<file path="src/sv/pidi_pkg.sv">
// shared types and constants of the integer pid controller
// no dependencies; imported by every module of the block
package pidi_pkg;

  localparam int unsigned SAMPLE_WIDTH_DEF = 16;
  localparam int unsigned GAIN_WIDTH_DEF   = 16;

  localparam int unsigned APB_DATA_W = 32;
  localparam int unsigned APB_ADDR_W = 5;
  localparam int unsigned INTEG_W    = 32;
  localparam int unsigned ACC_W      = INTEG_W + 1;
  localparam int unsigned DRIVE_W    = 32;
  localparam int unsigned TERM_W     = 63;
  localparam int unsigned SUM_W      = 64;

  // each product term is held to +-2^61 before the sum
  localparam logic signed [63:0] TERM_LIMIT = 64'sh2000_0000_0000_0000;

  localparam logic signed [31:0] OUT_LIMIT_RESET = -32'sd1;

  typedef enum logic [2:0] {
    REG_KP,
    REG_KI,
    REG_KD,
    REG_INTEG_MIN,
    REG_INTEG_MAX,
    REG_OUT_MIN,
    REG_OUT_MAX
  } reg_idx_e;

  typedef struct packed {
    logic signed [31:0] integ_min;
    logic signed [31:0] integ_max;
    logic signed [31:0] out_min;
    logic signed [31:0] out_max;
  } limits_t;

endpackage

</file>
<file path="src/sv/pidi_gain_mul.sv">
// registered gain multiplier with symmetric term limit
// depends on pidi_pkg
module pidi_gain_mul import pidi_pkg::*; #(
  parameter int unsigned GAIN_W = GAIN_WIDTH_DEF,
  parameter int unsigned X_W    = INTEG_W
) (
  input  logic                     clk_i,
  input  logic                     en_i,
  input  logic [GAIN_W-1:0]        gain_i,
  input  logic signed [X_W-1:0]    x_i,
  output logic signed [TERM_W-1:0] term_o
);

  localparam int unsigned PROD_W = GAIN_W + 1 + X_W;
  localparam int unsigned EXT_W  = (PROD_W > 64) ? PROD_W : 64;
  localparam logic signed [EXT_W-1:0] LIM_HI = EXT_W'(TERM_LIMIT);
  localparam logic signed [EXT_W-1:0] LIM_LO = -LIM_HI;

  logic signed [PROD_W-1:0] prod;
  logic signed [EXT_W-1:0]  prod_ext;
  logic signed [TERM_W-1:0] term_d, term_q;

  always_comb begin
    prod     = $signed({1'b0, gain_i}) * x_i;
    prod_ext = EXT_W'(prod);
    if (prod_ext > LIM_HI) begin
      term_d = TERM_W'(LIM_HI);
    end else if (prod_ext < LIM_LO) begin
      term_d = TERM_W'(LIM_LO);
    end else begin
      term_d = TERM_W'(prod_ext);
    end
  end

  always_ff @(posedge clk_i) begin
    if (en_i) begin
      term_q <= term_d;
    end
  end

  assign term_o = term_q;

endmodule

</file>
<file path="config.mk">
export PLATFORM = sky130hd
export DESIGN_NAME = pidi_gain_mul
export DESIGN_NICKNAME = d
export VERILOG_FILES = /design/src/sv/pidi_pkg.sv /design/src/sv/pidi_gain_mul.sv
export SDC_FILE = /design/constraint.sdc
export NUM_CORES = 1
export LEC_CHECK = 0
export ABC_CLOCK_PERIOD_IN_PS = 8850
export BUFFER_PORTS_ARGS = -buffer_cell sky130_fd_sc_hd__buf_2
export CAP_MARGIN = 20
export CORE_ASPECT_RATIO = 0.9
export CORE_MARGIN = 2
export CORE_UTILIZATION = 60
export CTS_BUF_LIST = sky130_fd_sc_hd__clkbuf_4
export CTS_CLUSTER_DIAMETER = 30
export DETAILED_ROUTE_END_ITERATION = 7
export GPL_ROUTABILITY_DRIVEN = 0
export GPL_TIMING_DRIVEN = 0
export MAX_ROUTING_LAYER = met4
export PLACE_DENSITY = 0.79
export SYNTH_ARGS = -nofsm -noshare
export SYNTH_HDL_FRONTEND = slang
export SYNTH_SLANG_ARGS = --single-unit
</file>
<file path="constraint.sdc">
create_clock -name clk_i -period 8.85 [get_ports clk_i]
set_input_delay 0.885 -clock clk_i [delete_from_list [all_inputs] [get_ports clk_i]]
set_output_delay 0.885 -clock clk_i [all_outputs]
set_load 0.005 [all_outputs]
</file>
==> run_results.csv <==
group,metric,value,unit
worst_hold_path,hold_depth,2,
sta,setup_tns,0,ps
sta,tightest_slew,1077,ps
global_routing,grt_max_degree,50,
yosys,synth-seq-cells,49,
critical_path,end_kind,"flop",
global_routing,grt_pass1_wl,85.31,mm
critical_path,path_class,"input port to flop",
sta,hold_viol_final,0,
routing,vias,14700,
worst_hold_path,hold_path.class,"input port to flop",
finish,final_common_cell,"inv_1",
yosys,syn_inst,2105,
finish,syn_to_final_growth,6.067,%
floorplanning,num_rows,62,
sta,drv_slew,0,
floorplanning,initial_core_util,0.6115,
critical_path,crit_slowest_cell,"clkbuf_1",
sta,finalCritPeriodShare,0.8584,
critical_path,critPathMaxFanout,10,
yosys,netlist.area_leader.share,0.4997,
floorplanning,num_io_pins,113,
critical_path,cp_data_arrival_time,7780,ps
critical_path,crit_buf_inv,3,
clock_network,clock_path_buffers,2,
clock_network,cts_hold_buffers,0,
sta,fin_crit,7597,ps
critical_path,slowest_delay,610,ps
global_routing,grt_pass1_vias,16490,
global_routing,antenna_found_initial,2,
yosys,syn_nets,2761,
critical_path,crit_path_frequent_cell,"fa_1",
job,maxCapViolCount,0,
yosys,yosysWarnings,0,
floorplanning,dieArea,34120,um2
sta,rsz0062_at_grt,"false",
clock_network,htreeDepth,2,
place,io_buffers,112,
routing,routed_wl,52.56,mm
clock_network,cts_root_buffer,"clkbuf_4",
routing,drt_pass1_iterations,8,
global_routing,grtUsageTotal,0.3376,
yosys,synth_edf_count,49,
worst_hold_path,hp-start,"gain_i[0]",
routing,drtIter0Drc,1177,
critical_path,critical_path.top_delay_family,"adder cells",
yosys,synth_area,19590,um2
yosys,synth-main-ff-cell,"edfxtp_1",
sta,slew-limit-headroom,0.2819,
floorplanning,die_h,175.4,um
routing,avgViaCountPerCell,5.563,
yosys,synth.largest_area_cell,"fa_1",
sta,setup_viol,0,
yosys,yosys-top-cells-area,"fa_1 50%, inv_1 11%, edfxtp_1 7.5%, ha_1 7.5%, and2_1 7.4%",
floorplanning,fp.coreArea,32040,um2
yosys,syn-mean-instance-area,9.307,um2
worst_hold_path,min_to,"term_o[0]$_DFFE_PP_",
finish,drive_gt1_frac,0.06831,
critical_path,path_cells,"buf_2 -> clkbuf_1 -> nand2_1 -> fa_1 -> inv_1 -> fa_1 -> fa_1 -> fa_1 -> fa_1 -> fa_1 -> ha_1 -> a21o_1 -> a21oi_1 -> o21ai_0 -> a31oi_1 -> o211ai_1 -> and3_1 -> or2_1 -> xor2_1",
clock_network,postCtsSetupBuffers,0,
outcome,status,"finished clean",
routing,post_drt_wl_per_cell,19.89,um
clock_network,clk_pin_slew,150,ps
clock_network,tritoncts,"yes",
global_routing,grt-ovfl-total,0,
clock_network,cts_sinks,49,
yosys,yosysSeqAreaShare,0.07511,
sta,clock.fmax,131.6,MHz
yosys,ys_types,52,
routing,antenna_left,0,
critical_path,crit_required,9040,ps
finish,final_cell_mix,"568 x inv_1, 489 x fa_1, 304 x nand2_1",
clock_network,post_cts_resized,0,
critical_path,startpoint_type,"input port",
finish,nets,2880,
finish,largest_reg_flops,49,
floorplanning,die-width,194.5,um
place,dp_hpwl,44.93,mm
yosys,async_flop_share,0,
routing,drcViolationCount,0,
clock_network,cts_made_buffers,5,
==> final cells by class <==
class | count | area [um2]
flip-flops and latches | 49 | 1471
clock buffers | 5 | 37.54
plain buffers | 99 | 431.7
well taps | 416 | 520.5
repair buffers | 112 | 560.5
clock inverters | 3 | 65.06
diodes | 2 | 5.005
inverters | 568 | 2132
multi-input cells | 1389 | 15560
fillers | 2543 | 11260
==> routing by layer <==
layer  up-vias  track usage  wire, um
met2       843       0.5656     25540
li1       6301            -         -
met4         0       0.1708      3168
met5         -            -         0
met3       229      0.06663      5271
met1      7330       0.3909     18580
==> cells in the mapped netlist, types with 2 or more instances <==
cell,number
nor2b_1,3
buf_4,14
nor2_1,17
o21bai_1,10
a21o_1,18
nor4_1,2
and4_4,2
nand2_1,304
o21ai_0,11
fa_1,489
and3_1,9
xor2_1,14
nand2b_1,4
o21ai_1,5
a21oi_1,47
inv_1,568
o21a_1,5
nor3_1,4
and2_1,233
xnor2_1,35
a31oi_1,12
ha_1,117
edfxtp_1,49
o211ai_1,7
nand4_1,5
nand3_1,9
clkbuf_1,84
a41oi_1,3
a21oi_2,2
==> how the worst max path moves through the flow <==
stage               startpoint                   end  slack, ps  cells past startpoint
finish                 x_i[16]  term_o[46]$_DFFE_PP_       1250                     19
global route         gain_i[2]  term_o[46]$_DFFE_PP_       1100                     21
CTS                    x_i[16]  term_o[46]$_DFFE_PP_       1480                     19
detailed placement   gain_i[2]  term_o[46]$_DFFE_PP_       1010                     21
global placement     gain_i[2]  term_o[46]$_DFFE_PP_       1070                     21
floorplan              x_i[31]  term_o[47]$_DFFE_PP_       2360                     19
==> through the flow <==
step	util	cell area, um2	setup slack, ps	instances	hold WS [ps]
6_report	0.6486	20780	1253	2643	817.1
5_1_grt	0.6485	20780	1102	2642	801.9
4_1_cts	0.6484	20770	1478	2641	797.1
3_5_place_dp	0.6452	20670	1006	2633	1240
3_3_place_gp	0.6452	20670	1066	2633	1233
2_1_floorplan	-	19590	2361	2105	997.5
==> logic make-up (layout without fill, tap and decap cells) <==
group           count (synthesis)  count (layout)  share of synthesized area
fa+ha+maj                     606             606                     0.5744
flops                          49              49                    0.07511
other cells                     0               2                          0
buf+inv                       667             787                     0.1309
simple gates                  604             604                     0.1542
compound gates                130             130                    0.04356
xor+xnor                       49              49                    0.02191
Power is left out: the tool's default activity adds up to more than one toggle a clock period on the data nets, which glitch-free logic cannot reach.
