File: src/sv/pidi_pkg.sv
// shared types and constants of the integer pid controller
// no dependencies; imported by every module of the block
package pidi_pkg;

  localparam int unsigned SAMPLE_WIDTH_DEF = 16;
  localparam int unsigned GAIN_WIDTH_DEF   = 16;

  localparam int unsigned APB_DATA_W = 32;
  localparam int unsigned APB_ADDR_W = 5;
  localparam int unsigned INTEG_W    = 32;
  localparam int unsigned ACC_W      = INTEG_W + 1;
  localparam int unsigned DRIVE_W    = 32;
  localparam int unsigned TERM_W     = 63;
  localparam int unsigned SUM_W      = 64;

  // each product term is held to +-2^61 before the sum
  localparam logic signed [63:0] TERM_LIMIT = 64'sh2000_0000_0000_0000;

  localparam logic signed [31:0] OUT_LIMIT_RESET = -32'sd1;

  typedef enum logic [2:0] {
    REG_KP,
    REG_KI,
    REG_KD,
    REG_INTEG_MIN,
    REG_INTEG_MAX,
    REG_OUT_MIN,
    REG_OUT_MAX
  } reg_idx_e;

  typedef struct packed {
    logic signed [31:0] integ_min;
    logic signed [31:0] integ_max;
    logic signed [31:0] out_min;
    logic signed [31:0] out_max;
  } limits_t;

endpackage

File: src/sv/pidi_limit.sv
// term summation and output range clamp or 32-bit saturation, two stages
// depends on pidi_pkg
module pidi_limit import pidi_pkg::*; (
  input  logic                      clk_i,
  input  logic                      en_i,
  input  logic signed [TERM_W-1:0]  p_term_i,
  input  logic signed [TERM_W-1:0]  i_term_i,
  input  logic signed [TERM_W-1:0]  d_term_i,
  input  limits_t                   lim_i,
  output logic signed [DRIVE_W-1:0] drive_o
);

  localparam logic signed [SUM_W-1:0] SAT_HI = SUM_W'(32'sh7fff_ffff);
  localparam logic signed [SUM_W-1:0] SAT_LO = SUM_W'($signed(32'h8000_0000));

  logic signed [SUM_W-1:0]   sum_d, sum_q;
  logic signed [DRIVE_W-1:0] drive_d, drive_q;

  assign sum_d = SUM_W'(p_term_i) + SUM_W'(i_term_i) + SUM_W'(d_term_i);

  always_comb begin
    if (lim_i.out_min != lim_i.out_max) begin
      // upper bound wins when the range is inverted
      if (sum_q > SUM_W'(lim_i.out_max)) begin
        drive_d = lim_i.out_max;
      end else if (sum_q < SUM_W'(lim_i.out_min)) begin
        drive_d = lim_i.out_min;
      end else begin
        drive_d = sum_q[DRIVE_W-1:0];
      end
    end else if (sum_q > SAT_HI) begin
      drive_d = SAT_HI[DRIVE_W-1:0];
    end else if (sum_q < SAT_LO) begin
      drive_d = SAT_LO[DRIVE_W-1:0];
    end else begin
      drive_d = sum_q[DRIVE_W-1:0];
    end
  end

  always_ff @(posedge clk_i) begin
    if (en_i) begin
      sum_q   <= sum_d;
      drive_q <= drive_d;
    end
  end

  assign drive_o = drive_q;

endmodule

File: config.mk
export PLATFORM = sky130hd
export DESIGN_NAME = pidi_limit
export DESIGN_NICKNAME = d
export VERILOG_FILES = /design/src/sv/pidi_pkg.sv /design/src/sv/pidi_limit.sv
export SDC_FILE = /design/constraint.sdc
export NUM_CORES = 1
export LEC_CHECK = 0
export CAP_MARGIN = 10
export CORE_MARGIN = 3
export CORE_UTILIZATION = 50
export DETAILED_ROUTE_END_ITERATION = 16
export DONT_BUFFER_PORTS = 1
export GPL_TIMING_DRIVEN = 0
export PLACE_DENSITY_LB_ADDON = 0.1
export SLEW_MARGIN = 5
export SYNTH_ARGS = -nofsm -noshare
export SYNTH_HDL_FRONTEND = slang
export SYNTH_SLANG_ARGS = --single-unit
File: constraint.sdc
create_clock -name clk_i -period 3.15 [get_ports clk_i]
set_clock_uncertainty 0.05 [all_clocks]
set_input_delay 0.1575 -clock clk_i [delete_from_list [all_inputs] [get_ports clk_i]]
set_output_delay 0.1575 -clock clk_i [all_outputs]
set_load 0.05 [all_outputs]
==> metrics.md <==
| Metric | Value |
|---|---|
| Status | finished with violations |
| Failing checks | setup timing |
| Tcrit/Tclk final | 102% |
| Final setup viols | 26 |
| Reg area | 2880 um2 |
| CP Capture Type | register |
| Dominant cell type by area after synthesis | edfxtp_1 |
| CP Max Fanout | 5 |
| Dpl ws | -1050 ps |
| Fmax | 0.310 GHz |
| RSZ-0062 raised after global routing | yes |
| Worst Path Arrival | 3270 ps |
| Total track usage | 25.2% |
| Starting Density | 51.4% |
| TritonCTS clock tree | built |
| DRT Pass-1 Iters | 5 |
| # port buffers | 0 |
| Post-synthesis cell type count | 74 |
| CTS Buf Count | 9 |
| P&R area growth vs syn | 14.5% |
| Clock transition at path regs | 70 ps |
| Max-Cap Viols | 0 |
| Sequential area share after synthesis | 22.8% |
| Die width | 165 um |
| Lkg Pwr | 5.98 nW |
| #FFs+latches synth | 96 |
| R2R Path End | drive_o[6] |
| Clk sinks | 96 |
| VDD IR-drop max | 349 uV |
| Fin crit period | 3230 ps |
| Post-synth top area share | 22.8% |
| Top post-synthesis cells by count | ha_1, a21oi_1, nand2_1, edfxtp_1, inv_1 |
| Mapped Nets | 1901 |
| Synthesized area | 12600 um2 |
| Fillers | 2137 |
| DRC viols | 0 |
| DRT iter0 DRCs | 702 |
| Number of synthesized flops with an enable pin | 96 |
| Worst Hold Class | in2reg |
| Diodes inserted | 0 |
| Asr flop ratio synth | 0% |
| Antenna violations before repair | 0 |
| Routed Antenna Nets | 0 |
| Cell count after synthesis | 1329 |
| Largest net degree at the start of global routing | 97 |
| Max Slew Vio Count | 0 |
| Critical R2R Launch | sum_q[29] |
| Vias | 10.5k |
| Worst Tran Pin Value | 582 ps |
| Area occupied by multi-input gates | 9790 um2 |
| Req. time, crit path | 3190 ps |
| Total Routed Length | 35400 um |
| Worst R2R Setup Slack | -80 ps |
| Clock tree root buffer cell | clkbuf_16 |
| Nets | 1953 |
| Worst skew pair latency | 360 ps |
| Worst-case reg-to-reg path depth | 12 |
| Final instance area | 14500 um2 |
| Hold Vio Cnt, Final | 0 |
| End point of the critical path | drive_o[6] |
| HPWL Detailed | 27900 um |
| H-tree levels | 3 |
| Row count | 57 |
| Io pins | 351 |
| Core footprint | 24600 um2 |
| Global route overflow | 0 |
| CP Launch Type | register |
| Routed WL per cell | 20.7 um |
| Number of global-route vias before repair | 10.0k |
| PwrDens | 658 nW/um2 |
| Vias per cell | 6.16 |
| First element of the critical path | sum_q[29] |
| Die ar. | 27200 um2 |
| Avg Cell Area, Syn | 9.51 um2 |
| Ranking of synthesized cells by area | edfxtp_1, ha_1, fa_1, xnor2_1, a21oi_1 |
| Most frequent cell after synthesis | ha_1 |
| Post-DP Area | 13100 um2 |
| Yosys warns | 0 |
| Final worst setup slack | -77.2 ps |
| GPL Wtd Cong | 0.910 |
| Share of layout cells above drive strength 1 | 15.4% |
| Critical path class | reg2reg |
| Main flop type after synthesis | edfxtp_1 |
| First-pass GRT wire length | 53600 um |
| Die height | 165 um |
| Slew margin rel. | 60.8% |
| Max clock buf depth | 2 |
-- metal layers --
metal / track usage (%) / vias up / share of wire [%]
met5: 0 / - / 0
met4: 5.26 / 0 / 1.6
met3: 6.80 / 34 / 8.6
met2: 38.6 / 372 / 45
met1: 35.8 / 4995 / 45
li1: - / 5129 / -
-- worst min path at each step --
stage / from / to / slack [ps] / cells past startpoint
after CTS: lim_i[0] / drive_o[0] / 50 / 2
after floorplan: en_i / drive_o[0] / 220 / 0
after detailed placement: en_i / sum_q[0] / 230 / 0
after global routing: lim_i[24] / drive_o[24] / 20 / 2
after global placement: en_i / sum_q[0] / 230 / 0
final: lim_i[29] / drive_o[29] / 30 / 2
-- what timing repair did --
| item | in CTS | in global routing |
|---|---|---|
| pin swaps | 15 | 48 |
| hold buffers | 1 | 0 |
| gates resized for setup | 53 | 95 |
| endpoints found under the hold margin | 96 | 0 |
| setup endpoints to repair | 52 | 48 |
| buffers inserted | 21 | 20 |
| gates cloned | 2 | 3 |
-- layout make-up --
cell class,count,area share (%)
multi-input combinational,1102,67.7
sequential,96,19.9
timing repair buffer,45,3.11
tap,324,2.80
inverter,92,2.44
buffer,33,1.78
clock buffer,9,1.56
clock inverter,7,0.597
timing repair inverter,2,0.104
-- report_power, final --
part	leakage (nW)	internal (mW)	total, mW	switching [mW]
sequential	0.936	2.02	2.88	0.867
combinational	4.90	2.53	5.46	2.93
clock	0.150	0.633	1.17	0.539
-- cell usage in the layout (no fill, tap or decap), drive strengths merged, types with 54 or more instances in the layout --
cell,n
inv,93
edfxtp,96
nand4,54
xnor2,68
a21oi,115
buf,60
nor2,82
ha,189
o21ai,58
fa,64
nand2,111
-- registers in the layout, summed over array words and instances, names as in the netlist --
name,count
sum_q,64
drive_o,32
-- worst max-delay path, cell delays in order (launching register included) --
cell,delay [ps]
edfxtp_1,480
ha_4,330
nand4_1,120
or3_4,430
a211oi_4,170
o2111ai_2,150
a21oi_2,170
o21ai_2,90
a31oi_4,300
buf_6,180
clkbuf_16,160
mux2i_2,220
a221oi_2,100
-- through the flow --
| step | utilization (%) | TNS [ps] | hold WS (ps) | total power, mW | instances |
|---|---|---|---|---|---|
| global route | 58.8 | -5100 | 20.6 | 10.2 | 1710 |
| global placement | 53.1 | -42190 | 229 | 7.27 | 1653 |
| finish | 58.8 | -1190 | 31.7 | 9.52 | 1710 |
| detailed placement | 53.1 | -44710 | 226 | 7.33 | 1653 |
| floorplan | - | -92.1 | 220 | 6.21 | 1329 |
| CTS | 56.2 | 0 | 45.7 | 8.88 | 1693 |
-- cell families after synthesis --
family | Yosys count | share of synthesized area [%]
XOR/XNOR | 88 | 6.10
adder cells (fa/ha/maj) | 253 | 28.9
buffers and inverters | 131 | 4.49
AO/OA/AOI/OAI | 372 | 21.4
flip-flops | 96 | 22.8
AND/OR/NAND/NOR | 357 | 13.8
multiplexers | 32 | 2.54
Note: power is estimated with default switching activity, not from simulation.
