File: src/sv/pidi_pkg.sv
// shared types and constants of the integer pid controller
// no dependencies; imported by every module of the block
package pidi_pkg;

  localparam int unsigned SAMPLE_WIDTH_DEF = 16;
  localparam int unsigned GAIN_WIDTH_DEF   = 16;

  localparam int unsigned APB_DATA_W = 32;
  localparam int unsigned APB_ADDR_W = 5;
  localparam int unsigned INTEG_W    = 32;
  localparam int unsigned ACC_W      = INTEG_W + 1;
  localparam int unsigned DRIVE_W    = 32;
  localparam int unsigned TERM_W     = 63;
  localparam int unsigned SUM_W      = 64;

  // each product term is held to +-2^61 before the sum
  localparam logic signed [63:0] TERM_LIMIT = 64'sh2000_0000_0000_0000;

  localparam logic signed [31:0] OUT_LIMIT_RESET = -32'sd1;

  typedef enum logic [2:0] {
    REG_KP,
    REG_KI,
    REG_KD,
    REG_INTEG_MIN,
    REG_INTEG_MAX,
    REG_OUT_MIN,
    REG_OUT_MAX
  } reg_idx_e;

  typedef struct packed {
    logic signed [31:0] integ_min;
    logic signed [31:0] integ_max;
    logic signed [31:0] out_min;
    logic signed [31:0] out_max;
  } limits_t;

endpackage

File: src/sv/pidi_regs.sv
// configuration register file with an apb-style access port
// depends on pidi_pkg
module pidi_regs import pidi_pkg::*; #(
  parameter int unsigned GAIN_WIDTH = GAIN_WIDTH_DEF
) (
  input  logic                  clk_i,
  input  logic                  rst_ni,
  input  logic                  psel_i,
  input  logic                  penable_i,
  input  logic                  pwrite_i,
  input  logic [APB_ADDR_W-1:0] paddr_i,
  input  logic [APB_DATA_W-1:0] pwdata_i,
  output logic [APB_DATA_W-1:0] prdata_o,
  output logic [GAIN_WIDTH-1:0] kp_o,
  output logic [GAIN_WIDTH-1:0] ki_o,
  output logic [GAIN_WIDTH-1:0] kd_o,
  output limits_t               lim_o
);

  logic [GAIN_WIDTH-1:0] kp_q, ki_q, kd_q;
  limits_t               lim_q;
  reg_idx_e              idx;
  logic                  wr_en;

  assign idx   = reg_idx_e'(paddr_i[APB_ADDR_W-1:2]);
  assign wr_en = psel_i && penable_i && pwrite_i;

  always_ff @(posedge clk_i or negedge rst_ni) begin
    if (!rst_ni) begin
      kp_q          <= '0;
      ki_q          <= '0;
      kd_q          <= '0;
      lim_q.integ_min <= '0;
      lim_q.integ_max <= '0;
      lim_q.out_min <= OUT_LIMIT_RESET;
      lim_q.out_max <= OUT_LIMIT_RESET;
    end else if (wr_en) begin
      case (idx)
        REG_KP:        kp_q            <= pwdata_i[GAIN_WIDTH-1:0];
        REG_KI:        ki_q            <= pwdata_i[GAIN_WIDTH-1:0];
        REG_KD:        kd_q            <= pwdata_i[GAIN_WIDTH-1:0];
        REG_INTEG_MIN: lim_q.integ_min <= pwdata_i;
        REG_INTEG_MAX: lim_q.integ_max <= pwdata_i;
        REG_OUT_MIN:   lim_q.out_min   <= pwdata_i;
        REG_OUT_MAX:   lim_q.out_max   <= pwdata_i;
        default: ;
      endcase
    end
  end

  always_comb begin
    case (idx)
      REG_KP:        prdata_o = APB_DATA_W'(kp_q);
      REG_KI:        prdata_o = APB_DATA_W'(ki_q);
      REG_KD:        prdata_o = APB_DATA_W'(kd_q);
      REG_INTEG_MIN: prdata_o = lim_q.integ_min;
      REG_INTEG_MAX: prdata_o = lim_q.integ_max;
      REG_OUT_MIN:   prdata_o = lim_q.out_min;
      REG_OUT_MAX:   prdata_o = lim_q.out_max;
      default:       prdata_o = '0;
    endcase
  end

  assign kp_o  = kp_q;
  assign ki_o  = ki_q;
  assign kd_o  = kd_q;
  assign lim_o = lim_q;

endmodule

File: config.mk
export PLATFORM = sky130hd
export DESIGN_NAME = pidi_regs
export DESIGN_NICKNAME = d
export VERILOG_FILES = /design/src/sv/pidi_pkg.sv /design/src/sv/pidi_regs.sv
export SDC_FILE = /design/constraint.sdc
export NUM_CORES = 1
export LEC_CHECK = 0
export BUFFER_PORTS_ARGS = -buffer_cell sky130_fd_sc_hd__buf_2
export CAP_MARGIN = 30
export CORE_MARGIN = 5
export CORE_UTILIZATION = 55
export DETAILED_ROUTE_END_ITERATION = 12
export HOLD_SLACK_MARGIN = 0.08
export PLACE_DENSITY = 0.85
export SYNTH_ARGS = -nofsm -noshare
export SYNTH_HDL_FRONTEND = slang
export SYNTH_SLANG_ARGS = --single-unit
File: constraint.sdc
create_clock -name clk_i -period 3.2 [get_ports clk_i]
set_input_delay 0 -clock clk_i [delete_from_list [all_inputs] [get_ports clk_i]]
set_output_delay 0 -clock clk_i [all_outputs]
set_load 0.02 [all_outputs]
==> results.json <==
{
  "final_cell_mix": "245 x buf_2, 169 x mux2_2, 112 x dfrtp_1",
  "crit_path_end_kind": "output port",
  "grt-ovfl-total": 0,
  "critPathArrivalTime_ns": 2.14,
  "clk-insertion-delay-late_ns": 0.42,
  "cp-start-kind": "primary input",
  "slew_violations": 0,
  "ys_types": 30,
  "drc": 0,
  "syn_inst": 579,
  "synth.top_cell.area_share": 0.344,
  "io_buffers": 247,
  "drt_iter0_markers": 366,
  "path_max_fanout": 23,
  "critPathBufInv": 3,
  "maxCapViolations": 0,
  "slowest_stage": "nor2b_1",
  "syn_area_mm2": 0.00814,
  "finalCriticalPeriod_ns": 2.14,
  "worstHoldPathType": "in -> async",
  "syn_avg_cell_area_um2": 14.1,
  "grtUsageTotal": 0.280,
  "nNetsFinal": 894,
  "max_clock_freq_mhz": 466,
  "firstDrtPassIters": 5,
  "path_delay_family": "buffers and inverters",
  "max_stage_delay_ns": 0.74,
  "rsz0062_at_grt": "no",
  "dp_hpwl_um": 16400,
  "peakVddDrop_v": 0.000372,
  "vias_per_cell": 5.97,
  "tns_ns": 0,
  "clock_skew_ns": 0,
  "die-area_mm2": 0.0173,
  "synth_nets": 621,
  "die-height_um": 132,
  "cts.root.buffer_cell": "clkbuf_16",
  "grt_pass1_vias": 6821,
  "hold_slack_ns": 0.133,
  "leakage_nw": 5.04,
  "clock_path_buffers": 2,
  "cp.required_ns": 3.20,
  "htree_levels": 4,
  "vias": 6271,
  "synth-seq-cells": 176,
  "min_period_over_period": 0.670,
  "area_growth_pct": 29.9,
  "avgRoutedWirePerCell_um": 23.1,
  "die_x_um": 132,
  "powerDensity_mw_per_mm2": 689,
  "drive_gt1_frac": 0.618,
  "place.gp.congestion": 0.891,
  "grt_pass1_wl_um": 38600,
  "tritoncts": "yes",
  "wirelength_um": 24300,
  "cts.clk_slew.worst_paths_ns": 0.07,
  "yosys_warnings": 0,
  "place_ws_ns": 0.877,
  "antenna_found_initial": 1,
  "status": "finished clean",
  "grt_max_degree": 106,
  "row_count": 44,
  "setup_viol": 0,
  "initial_core_util": 0.560,
  "worstMarginPinSlew_ns": 0.994,
  "ios": 250,
  "numCtsBuffers": 17,
  "synth.area.top_cells": "dfrtp_1 34%, mux2_2 23%, dfstp_2 21%, mux2i_1 4.9%, a32oi_1 1.7%",
  "final_common_cell": "buf_2",
  "synth_top_area_cell": "dfrtp_1",
  "slew-limit-headroom": 0.336,
  "finalHoldViolations": 0,
  "postRouteAntennaNets": 0,
  "crit_path_frequent_cell": "buf_2",
  "cts.sinks": 176,
  "fin_ws_ns": 1.06,
  "coreArea_mm2": 0.0145,
  "cts_resized": 0,
  "yosysSeqAreaShare": 0.551,
  "path_cells": "buf_2, buf_4, nor2b_1, a32oi_1, o211ai_1, buf_2",
  "worst-setup-path-type": "in -> out"
}
## cell usage after synthesis (all sizes together)
| master | n |
|---|---|
| a32oi | 16 |
| nand4b | 1 |
| nand2 | 16 |
| mux2i | 40 |
| o211ai | 16 |
| a22oi | 8 |
| a21boi | 8 |
| clkbuf | 17 |
| dfrtp | 112 |
| a211o | 8 |
| inv | 1 |
| a22o | 1 |
| o2bb2ai | 1 |
| buf | 25 |
| nand4 | 1 |
| mux2 | 176 |
| nor2 | 6 |
| o21a | 8 |
| nand2b | 17 |
| dfstp | 64 |
| nor3b | 1 |
| nand3b | 8 |
| nor2b | 2 |
| and2 | 8 |
| and3b | 1 |
| o221ai | 15 |
| nor3 | 2 |
## path summary, 6_finish.rpt
path | from | end | slack [ns] | depth (start not counted)
setup reg to reg | lim_o[75] | lim_o[75] | 2.38 | 1
hold reg to reg | lim_o[78] | lim_o[78] | 0.53 | 1
hold / removal | rst_ni | ki_o[3] | 0.13 | 3
setup / recovery | paddr_i[3] | prdata_o[11] | 1.06 | 6
min in group clk_i | penable_i | kp_o[2] | 0.27 | 4
max in group asynchronous | rst_ni | lim_o[57] | 2.22 | 4
## per-layer routing
metal | wire length, um | share of wire | vias to the layer above | global-route usage
met5 | 0 | 0 | - | 0
met4 | 910 | 0.037 | 0 | 0.131
met3 | 1850 | 0.076 | 65 | 0.0761
met2 | 12100 | 0.50 | 311 | 0.469
met1 | 9440 | 0.39 | 3189 | 0.337
li1 | - | - | 2706 | -
## state kept, by name (all words and copies together), names as in the netlist
register / cells
kp_o: 16
ki_o: 16
lim_o: 128
kd_o: 16
## cells by family after synthesis
family,count (synthesis),synth area share
DFF,176,0.551
AOI/OAI and AO/OA,81,0.0810
and+or+nand+nor,63,0.0487
muxes,216,0.293
buffers and inverters,43,0.0267
## worst min-delay path, stage by stage
cell,delay (ns)
dlygate4sd3_1,0.55
buf_6,0.11
buf_16,0.34
## through the flow
step                area (um2)  instances   util  total power, mW
floorplan                 8140        579      -             4.36
global placement          9600        982  0.661             5.11
detailed placement        9630        983  0.663             5.21
CTS                      10500       1048  0.726             7.30
global route             10600       1050  0.728             7.59
finish                   10600       1050  0.728             7.29
## power breakdown
group	internal, mW	total (mW)	switching (mW)
clock network	1.21	2.06	0.852
registers	2.78	3.15	0.365
logic	0.832	2.08	1.25
total	4.82	7.29	2.47
## repair_timing
item | 4_1_cts | 5_1_grt
hold endpoints to repair | 244 | 0
hold buffers | 33 | 0
setup buffers | 0 | 0
## final cells by class
type | count | area [um2]
clock inverters | 10 | 110
well taps | 184 | 230
flip-flops and latches | 176 | 4480
diodes | 1 | 2.50
repair buffers | 296 | 1810
multi-input cells | 360 | 3460
clock buffers | 22 | 474
inverters | 1 | 3.75
fillers | 955 | 3960
Power figures use the tool's default switching activity.
