`config.mk`:
```
export PLATFORM = sky130hd
export DESIGN_NAME = pidi_integ
export DESIGN_NICKNAME = d
export VERILOG_FILES = /design/src/sv/pidi_pkg.sv /design/src/sv/pidi_integ.sv
export SDC_FILE = /design/constraint.sdc
export NUM_CORES = 1
export LEC_CHECK = 0
export ABC_AREA = 1
export BUFFER_PORTS_ARGS = -buffer_cell sky130_fd_sc_hd__buf_4
export CAP_MARGIN = 20
export CORE_UTILIZATION = 50
export CTS_CLUSTER_SIZE = 14
export DETAILED_ROUTE_END_ITERATION = 8
export PLACE_DENSITY = 0.76
export SYNTH_ARGS = -nofsm -noshare
export SYNTH_HDL_FRONTEND = slang
export SYNTH_SLANG_ARGS = --single-unit
```
`constraint.sdc`:
```
create_clock -name clk_i -period 5.81 [get_ports clk_i]
set_input_delay 0.2905 -clock clk_i [delete_from_list [all_inputs] [get_ports clk_i]]
set_output_delay 0.2905 -clock clk_i [all_outputs]
set_load 0.05 [all_outputs]
```
`src/sv/pidi_pkg.sv`:
```
// shared types and constants of the integer pid controller
// no dependencies; imported by every module of the block
package pidi_pkg;

  localparam int unsigned SAMPLE_WIDTH_DEF = 16;
  localparam int unsigned GAIN_WIDTH_DEF   = 16;

  localparam int unsigned APB_DATA_W = 32;
  localparam int unsigned APB_ADDR_W = 5;
  localparam int unsigned INTEG_W    = 32;
  localparam int unsigned ACC_W      = INTEG_W + 1;
  localparam int unsigned DRIVE_W    = 32;
  localparam int unsigned TERM_W     = 63;
  localparam int unsigned SUM_W      = 64;

  // each product term is held to +-2^61 before the sum
  localparam logic signed [63:0] TERM_LIMIT = 64'sh2000_0000_0000_0000;

  localparam logic signed [31:0] OUT_LIMIT_RESET = -32'sd1;

  typedef enum logic [2:0] {
    REG_KP,
    REG_KI,
    REG_KD,
    REG_INTEG_MIN,
    REG_INTEG_MAX,
    REG_OUT_MIN,
    REG_OUT_MAX
  } reg_idx_e;

  typedef struct packed {
    logic signed [31:0] integ_min;
    logic signed [31:0] integ_max;
    logic signed [31:0] out_min;
    logic signed [31:0] out_max;
  } limits_t;

endpackage

```
`src/sv/pidi_integ.sv`:
```
// error, derivative difference and clamped integrator stage
// depends on pidi_pkg; holds the controller's feedback state
module pidi_integ import pidi_pkg::*; #(
  parameter int unsigned SAMPLE_WIDTH = SAMPLE_WIDTH_DEF
) (
  input  logic                           clk_i,
  input  logic                           rst_ni,
  input  logic                           en_i,
  input  logic signed [SAMPLE_WIDTH-1:0] meas_i,
  input  logic signed [SAMPLE_WIDTH-1:0] targ_i,
  input  limits_t                        lim_i,
  output logic signed [SAMPLE_WIDTH:0]   err_o,
  output logic signed [SAMPLE_WIDTH+1:0] diff_o,
  output logic signed [INTEG_W-1:0]      integ_o
);

  localparam int unsigned ERR_W  = SAMPLE_WIDTH + 1;
  localparam int unsigned DIFF_W = SAMPLE_WIDTH + 2;

  logic signed [ERR_W-1:0]   err_d, err_q;
  logic signed [DIFF_W-1:0]  diff_d, diff_q;
  logic signed [ACC_W-1:0]   sum;
  logic signed [INTEG_W-1:0] integ_d, integ_q;

  always_comb begin
    err_d  = ERR_W'(meas_i) - ERR_W'(targ_i);
    // err_q still holds the previous item's error
    diff_d = DIFF_W'(err_d) - DIFF_W'(err_q);
    sum    = ACC_W'(integ_q) + ACC_W'(err_d);
    // upper bound wins when the clamp range is inverted
    if (sum > ACC_W'(lim_i.integ_max)) begin
      integ_d = lim_i.integ_max;
    end else if (sum < ACC_W'(lim_i.integ_min)) begin
      integ_d = lim_i.integ_min;
    end else begin
      integ_d = sum[INTEG_W-1:0];
    end
  end

  always_ff @(posedge clk_i or negedge rst_ni) begin
    if (!rst_ni) begin
      err_q   <= '0;
      integ_q <= '0;
    end else if (en_i) begin
      err_q   <= err_d;
      integ_q <= integ_d;
    end
  end

  always_ff @(posedge clk_i) begin
    if (en_i) begin
      diff_q <= diff_d;
    end
  end

  assign err_o   = err_q;
  assign diff_o  = diff_q;
  assign integ_o = integ_q;

endmodule

```
==> flow_metrics.py, run 1 <==
metrics = {
    "status": {
        "outcome": "complete, no violations",
    },
    "synth": {
        "synth_top_area_cell": "nand2_1",
        "ys_ff_latch": 67,
        "synth_top_cell_area_share": 0.222,
        "synth_top_family_by_area": "simple AND/OR/NAND/NOR gates",
        "ys_seq_area_frac": 0.191,
        "synth_xor_area_frac": 0.0398,
        "synth_warnings": 0,
        "yosysUniqueCellTypes": 45,
        "netlist_area_um2": 9250,
        "avgSynthCellArea_um2": 6.13,
        "synth_cells": 1510,
        "synthTopCellsByArea": "nand2_1 22%, ha_1 18%, dfrtp_1 13%",
        "muxShareOfSynthArea": 0,
        "synthSimpleGateAreaFrac": 0.366,
        "synthAdderAreaFrac": 0.185,
        "synth_compound_area_frac": 0.0725,
        "synthesis.nets": 1808,
    },
    "route": {
        "drtIter0Drc": 578,
        "firstDrtPassIters": 5,
        "vias": 10100,
        "drcViolationCount": 0,
        "wirelength_um": 28700,
        "viasPerCell": 5.18,
        "ant_nets": 0,
        "wl_per_cell_um": 14.8,
    },
    "worst_setup_path": {
        "timing.rr.start": "integ_o[0]",
        "path_max_fanout": 17,
        "cp_data_required_time_ns": 6.04,
        "timing.rr.end": "integ_o[17]",
        "crit_path_max_incr_delay_ns": 0.42,
        "worstSetupPathType": "in2reg",
        "end_kind": "flip-flop",
        "critPathSlowestCell": "fa_1",
        "reg2reg_depth": 26,
        "crit_top_cell": "nand2_1",
        "start_kind": "input port",
        "cp.arrival_ns": 5.62,
        "regToRegSetupSlack_ns": 1.50,
    },
    "sta": {
        "rsz0062_at_grt": "no",
        "hold_viol": 0,
        "fin_crit_sh": 0.927,
        "max_freq_mhz": 186,
        "finClkSkew_ns": 0.0113,
        "min_period_ns": 5.39,
        "slew_violations": 0,
        "setup_viol": 0,
        "tns_ns": 0,
        "worst_slew_pin_slew_ns": 0.821,
        "relSlewSlack": 0.453,
    },
    "cts": {
        "ctsHtreeMaxLevel": 3,
        "path_clk_slew_ns": 0.06,
        "tritoncts": "yes",
        "cts_resized": 0,
        "ctsHoldBuffers": 0,
        "clk_latency_ns": 0.36,
        "cts.sinks": 67,
        "clockBufferDepth": 2,
        "root_buffer": "clkbuf_16",
        "cts-buffers-inserted": 9,
        "cts_setup_buffers": 0,
    },
    "global_routing": {
        "overflow": 0,
        "grt_max_degree": 76,
        "antenna_found_initial": 0,
        "grt_use_total": 0.302,
        "grt_pass1_wl_um": 46100,
        "grt_pass1_vias": 9378,
    },
    "layout": {
        "diodes": 0,
        "drive_above_1_share": 0.147,
        "n_fill_cell": 1767,
        "fin_area_um2": 11400,
        "finish.net_count": 2005,
        "layout_commonest_cell": "nand2_1",
        "area_growth_pct": 22.7,
        "final_cell_mix": "547 x nand2_1, 304 x inv_1, 207 x buf_4, 132 x ha_1, 124 x nand3_1",
    },
    "worst_hold_path": {
        "hold_path_class": "in2async",
    },
    "floorplanning": {
        "fp-row-count": 49,
        "coreArea_um2": 18000,
        "die_h_um": 138,
        "io_pins": 230,
        "start_util": 0.513,
        "die_x_um": 138,
        "die_area_um2": 19100,
    },
    "place": {
        "portBuffers": 165,
        "globalplace.congestion": 0.967,
        "place_area_um2": 11000,
        "post-dp-hpwl_um": 23600,
    },
    "job": {
        "maxCapViolCount": 0,
    },
}
==> per-stage QoR <==
stage | std cells | hold slack, ns | utilization | setup WS, ns
2_1_floorplan | 1510 | -0.00509 | - | 0.995
3_3_place_gp | 1925 | 0.396 | 0.613 | 0.166
3_5_place_dp | 1925 | 0.407 | 0.613 | 0.0873
4_1_cts | 1941 | 0.0351 | 0.630 | 0.412
5_1_grt | 1941 | 0.0601 | 0.630 | 0.0104
6_report | 1941 | 0.00891 | 0.630 | 0.425
==> state kept, by name, indices dropped and copies added (netlist names) <==
name,count
integ_o,32
err_o,17
diff_o,18
==> kinds of logic (layout without fill, tap and decap cells) <==
family | after synthesis | in the layout
AO/OA/AOI/OAI | 122 | 122
XOR/XNOR | 42 | 42
adder cells (fa/ha/maj) | 135 | 135
buffers and inverters | 338 | 540
flip-flops | 67 | 67
AND/OR/NAND/NOR | 806 | 806
==> cells in the mapped netlist (all sizes together) <==
library cell	instances
nand3b	3
a211oi	1
nand4	19
clkbuf	6
dfrtp	49
a31oi	2
o21bai	5
nor2	85
ha	132
o2111ai	1
o31ai	1
a21oi	65
xor2	34
nand3	136
or2	2
edfxtp	18
o21ai	34
nor4	2
fa	3
nand2	550
a21o	7
a221oi	1
inv	305
and2	3
a22oi	1
a21boi	3
nor3	6
buf	22
xnor2	8
clkinv	5
o22ai	1
==> worst max-delay path by stage <==
| stage | startpoint | cells past startpoint | end | slack, ns |
|---|---|---|---|---|
| 5_1_grt | meas_i[0] | 38 | integ_o[12] | 0.01 |
| 6_report | meas_i[0] | 36 | integ_o[17] | 0.42 |
| 3_3_place_gp | meas_i[0] | 37 | integ_o[17] | 0.17 |
| 3_5_place_dp | meas_i[0] | 36 | integ_o[17] | 0.09 |
| 4_1_cts | meas_i[0] | 36 | integ_o[17] | 0.41 |
| 2_1_floorplan | meas_i[0] | 36 | integ_o[1] | 0.99 |
==> cell type report <==
class	instances	area [um^2]	share of cell area
Timing Repair Buffer	214	1690	0.149
Inverter	310	1160	0.102
Clock buffer	9	225	0.0198
Tap cell	229	287	0.0252
Multi-Input combinational cell	1105	6140	0.540
Sequential cell	67	1770	0.156
Clock inverter	7	82.6	0.00727
==> routing by layer <==
layer	vias up	track usage	share of wire
li1	5101	-	-
met1	4536	0.395	0.44
met2	370	0.516	0.47
met3	51	0.0357	0.065
met4	0	0.104	0.025
met5	-	0	0
==> critical path: cells and delay by family <==
kind / cells / cell delay [ns]
adder cells (fa/ha/maj): 4 / 1.30
buffers and inverters: 5 / 0.57
AO/OA/AOI/OAI: 5 / 0.79
AND/OR/NAND/NOR: 22 / 2.63
Power of run 1 is not shown: default switching activity piles up to over one toggle a cycle in this logic, so the estimate is an artifact.
==> run 2, diff against run 1 <==
- RECOVER_POWER: unset -> 100
==> run 2 against run 1 <==
- the flow now finishes with violations (max-capacitance violations, max-slew violations)
- worst setup slack better by 0.028 ns
- routed wire length is 0.25% higher
- non-clock buffer count did not move
- count of clock-buffer cells in the layout unchanged
- highest routed layer unchanged
==> flow_metrics.py, run 2 (synthesis results as in run 1) <==
metrics = {
    "status": {
        "outcome": "finished, violations left",
        "violations": "max-capacitance violations, max-slew violations",
    },
    "layout": {
        "finish.net_count": 2005,
        "diodes": 0,
        "final_cell_mix": "547 x nand2_1, 304 x inv_1, 135 x buf_4, 132 x ha_1, 125 x nand3_1",
        "drive_above_1_share": 0.106,
        "multi_input_area_um2": 6130,
        "n_fill_cell": 1843,
        "largest_reg_flops": 32,
        "seqCellArea_um2": 1770,
        "area_growth_pct": 19.8,
        "layout_commonest_cell": "nand2_1",
    },
    "worst_setup_path": {
        "cp_data_required_time_ns": 6.05,
        "cp.arrival_ns": 5.60,
        "worstSetupPathType": "in2reg",
        "crit_path_max_incr_delay_ns": 0.42,
        "path_max_fanout": 15,
        "timing.rr.start": "integ_o[0]",
        "start_kind": "input port",
        "reg2reg_depth": 26,
        "worstSetupEndpoint": "integ_o[25]",
        "crit_top_cell": "nand2_1",
        "critPathSlowestCell": "fa_1",
        "cp-startpoint": "meas_i[0]",
        "regToRegSetupSlack_ns": 1.51,
        "timing.rr.end": "integ_o[25]",
        "end_kind": "flip-flop",
    },
    "floorplanning": {
        "die_h_um": 138,
        "io_pins": 230,
        "die_x_um": 138,
        "start_util": 0.513,
        "die_area_um2": 19100,
        "fp-row-count": 49,
        "coreArea_um2": 18000,
    },
    "sta": {
        "min_period_ns": 5.36,
        "worst_slew_pin_slew_ns": 3.17,
        "rsz0062_at_grt": "no",
        "setup_viol": 0,
        "hold_viol": 0,
        "max_freq_mhz": 187,
        "relSlewSlack": -1.11,
        "tns_ns": 0,
        "fin_crit_sh": 0.922,
        "slew_violations": 50,
        "finClkSkew_ns": 0.0116,
    },
    "cts": {
        "tritoncts": "yes",
        "cts_setup_buffers": 0,
        "cts-buffers-inserted": 9,
        "clk_latency_ns": 0.35,
        "cts.sinks": 67,
        "root_buffer": "clkbuf_16",
        "ctsHtreeMaxLevel": 3,
        "clockBufferDepth": 2,
        "path_clk_slew_ns": 0.07,
    },
    "route": {
        "top_layer": "met4",
        "wl_met1_um": 12600,
        "wl_met3_um": 1900,
        "wirelength_um": 28800,
        "firstDrtPassIters": 7,
        "viasPerCell": 5.20,
        "ant_nets": 0,
        "vias": 10100,
        "wl_per_cell_um": 14.8,
        "drtIter0Drc": 584,
        "met2WireLength_um": 13500,
        "drcViolationCount": 0,
    },
    "job": {
        "maxCapViolCount": 1,
    },
    "place": {
        "post-dp-hpwl_um": 23600,
        "portBuffers": 165,
        "globalplace.congestion": 0.967,
    },
    "worst_hold_path": {
        "worstHoldStart": "lim_i[97]",
        "hold_path_class": "in2reg",
    },
    "global_routing": {
        "grt_pass1_vias": 9378,
        "grt_max_degree": 76,
        "antenna_found_initial": 0,
        "grt_use_total": 0.302,
        "overflow": 0,
        "grt_pass1_wl_um": 46100,
    },
}
-- run 2: cell types whose count changed in the layout (fill, tap and decap cells not counted) --
cell,previous run,this run
clkbuf_1,0,70
nand3_2,12,11
clkbuf_4,0,2
buf_12,7,6
nand3_1,124,125
a21boi_0,2,3
buf_4,207,135
a21boi_1,1,0
buf_6,0,1
-- run 2: worst min path at each step --
stage / to / slack (ns) / cells past startpoint
floorplan: err_o[0] / -0.005 / 0
global placement: integ_o[19] / 0.40 / 1
detailed placement: integ_o[18] / 0.41 / 1
CTS: integ_o[18] / 0.04 / 1
global route: integ_o[1] / 0.28 / 5
finish: integ_o[1] / 0.24 / 5
-- run 2: critical path: cells and delay by family --
kind / cells / cell delay [ns]
buffers and inverters: 5 / 0.60
AOI/OAI and AO/OA: 5 / 0.76
adders and majority gates: 4 / 1.30
and+or+nand+nor: 22 / 2.62
-- run 2: per-layer routing --
metal / GRT usage / vias up
li1: - / 5099
met1: 0.395 / 4565
met2: 0.516 / 367
met3: 0.0357 / 64
met4: 0.104 / 0
met5: 0 / -
-- run 2: layout make-up --
type	count	area share
Timing Repair Buffer	214	0.128
Sequential cell	67	0.159
Tap cell	229	0.0259
Multi-Input combinational cell	1105	0.553
Clock buffer	9	0.0203
Clock inverter	7	0.00745
Inverter	310	0.105
-- run 2: repair_timing --
| action | CTS | global route |
|---|---|---|
| hold endpoints to repair | 0 | 0 |
| hold buffers | 0 | 0 |
| resized for setup | 0 | 1 |
| endpoints found under the setup margin | 0 | 22 |
-- run 2: metrics by stage --
stage	hold slack [ns]	area (um^2)	cells	util	worst slack, ns
floorplan	-0.00509	9250	1510	-	0.995
global route	0.281	11100	1941	0.615	0.00598
detailed placement	0.407	11000	1925	0.613	0.0873
finish	0.243	11100	1941	0.615	0.453
CTS	0.0351	11400	1941	0.630	0.412
global placement	0.396	11000	1925	0.613	0.166
Power of run 2 is left out for the same reason.
==> run 3, diff against run 2 <==
- CORE_MARGIN: unset -> 2
- RECOVER_POWER: 100 -> unset
==> run 3 against run 2 <==
- sequential cell count unchanged
- count of clock-buffer cells in the layout unchanged
- worst setup slack got worse by 0.0020 ns
- worst hold slack got worse by 0.22 ns
- critical path depth decreased by 1
- the run ends with design-rule violations left
- die area increased by 2.9%
- register-to-register slack about the same
- global-route usage decreased by 0.61 points
- core utilization increased by 1.8 points
==> flow_metrics.py, run 3 (synthesis results as in run 1) <==
metrics = {
    "status": {
        "outcome": "finished, violations left",
        "violations": "design-rule violations",
    },
    "place": {
        "post-dp-hpwl_um": 23900,
        "portBuffers": 165,
        "place_area_um2": 11100,
        "globalplace.congestion": 0.939,
    },
    "layout": {
        "layout_commonest_cell": "nand2_1",
        "area_growth_pct": 23.7,
        "final_cell_mix": "547 x nand2_1, 304 x inv_1, 221 x buf_4, 132 x ha_1, 124 x nand3_1",
        "diodes": 0,
        "finish.net_count": 2017,
        "largest_reg_flops": 32,
        "drive_above_1_share": 0.155,
        "n_fill_cell": 1747,
        "fin_area_um2": 11400,
        "utilization": 0.633,
    },
    "worst_setup_path": {
        "timing.rr.start": "integ_o[0]",
        "end_kind": "flip-flop",
        "regToRegSetupSlack_ns": 1.51,
        "crit_path_max_incr_delay_ns": 0.42,
        "cp.arrival_ns": 5.64,
        "cp-startpoint": "meas_i[0]",
        "start_kind": "input port",
        "timing.rr.end": "integ_o[17]",
        "crit_top_cell": "nand2_1",
        "critPathSlowestCell": "fa_1",
        "reg2reg_depth": 25,
        "worstSetupPathType": "in2reg",
        "worstSetupEndpoint": "integ_o[17]",
        "cp_data_required_time_ns": 6.09,
        "path_max_fanout": 17,
    },
    "floorplanning": {
        "fp-row-count": 49,
        "die_h_um": 140,
        "die_area_um2": 19600,
        "start_util": 0.512,
        "die_x_um": 140,
        "coreArea_um2": 18100,
        "io_pins": 230,
    },
    "sta": {
        "relSlewSlack": 0.437,
        "tns_ns": 0,
        "max_freq_mhz": 187,
        "slew_violations": 0,
        "fin_crit_sh": 0.922,
        "hold_viol": 0,
        "rsz0062_at_grt": "no",
        "finClkSkew_ns": 0.0122,
        "min_period_ns": 5.36,
        "setup_viol": 0,
        "worst_slew_pin_slew_ns": 0.845,
    },
    "route": {
        "drcViolationCount": 16,
        "ant_nets": 0,
        "wl_per_cell_um": 14.9,
        "wirelength_um": 29100,
        "vias": 10100,
        "firstDrtPassIters": 8,
        "viasPerCell": 5.19,
        "drtIter0Drc": 763,
    },
    "cts": {
        "root_buffer": "clkbuf_16",
        "cts_setup_buffers": 0,
        "ctsHtreeMaxLevel": 3,
        "ctsHoldBuffers": 0,
        "cts.sinks": 67,
        "cts-buffers-inserted": 9,
        "path_clk_slew_ns": 0.06,
        "clk_latency_ns": 0.36,
        "tritoncts": "yes",
        "clockBufferDepth": 2,
    },
    "global_routing": {
        "overflow": 0,
        "grt_pass1_vias": 9621,
        "grt_max_degree": 76,
        "grt_use_total": 0.296,
        "grt_pass1_wl_um": 46500,
        "antenna_found_initial": 0,
    },
    "job": {
        "maxCapViolCount": 0,
    },
    "worst_hold_path": {
        "hold_path_class": "in2async",
    },
}
-- run 3: layer usage --
metal  part of all wire  vias to the layer above  track usage
met5                  0                        -            0
met4              0.024                        0       0.0898
met3              0.076                       52       0.0441
met2               0.48                      377        0.521
met1               0.42                     4583        0.377
li1                   -                     5120            -
-- run 3: cell type report --
| class | instances | area [um^2] | area share |
|---|---|---|---|
| clock buffer | 9 | 225 | 0.0197 |
| clock inverter | 7 | 100 | 0.00875 |
| inverter | 310 | 1160 | 0.102 |
| multi-input combinational | 1105 | 6140 | 0.537 |
| sequential | 67 | 1770 | 0.154 |
| tap | 229 | 287 | 0.0250 |
| timing repair buffer | 226 | 1760 | 0.154 |
-- run 3: critical path, delay by kind of cell --
kind / cells / cell delay [ns]
AND/OR/NAND/NOR: 21 / 2.47
buffers and inverters: 4 / 0.48
AO/OA/AOI/OAI: 6 / 1.12
adder cells (fa/ha/maj): 4 / 1.29
-- run 3: how the worst min path moves through the flow --
stage,startpoint,slack (ns),to
2_1_floorplan,rst_ni,-0.005,err_o[0]
3_3_place_gp,rst_ni,0.39,err_o[16]
3_5_place_dp,rst_ni,0.40,err_o[15]
4_1_cts,rst_ni,0.03,integ_o[31]
5_1_grt,rst_ni,0.07,err_o[15]
6_report,rst_ni,0.02,err_o[15]
-- run 3: what timing repair did --
action                                  CTS  global route
endpoints found under the setup margin    0            29
resized for setup                         0             4
endpoints found under the hold margin     0             0
-- run 3: metrics by stage --
stage | setup slack (ns) | instances | hold WS (ns)
finish | 0.451 | 1953 | 0.0183
detailed placement | 0.0877 | 1937 | 0.400
global route | 0.0332 | 1953 | 0.0674
floorplan | 0.995 | 1510 | -0.00509
global placement | 0.213 | 1937 | 0.390
CTS | 0.418 | 1953 | 0.0300
Power of run 3 is left out for the same reason.
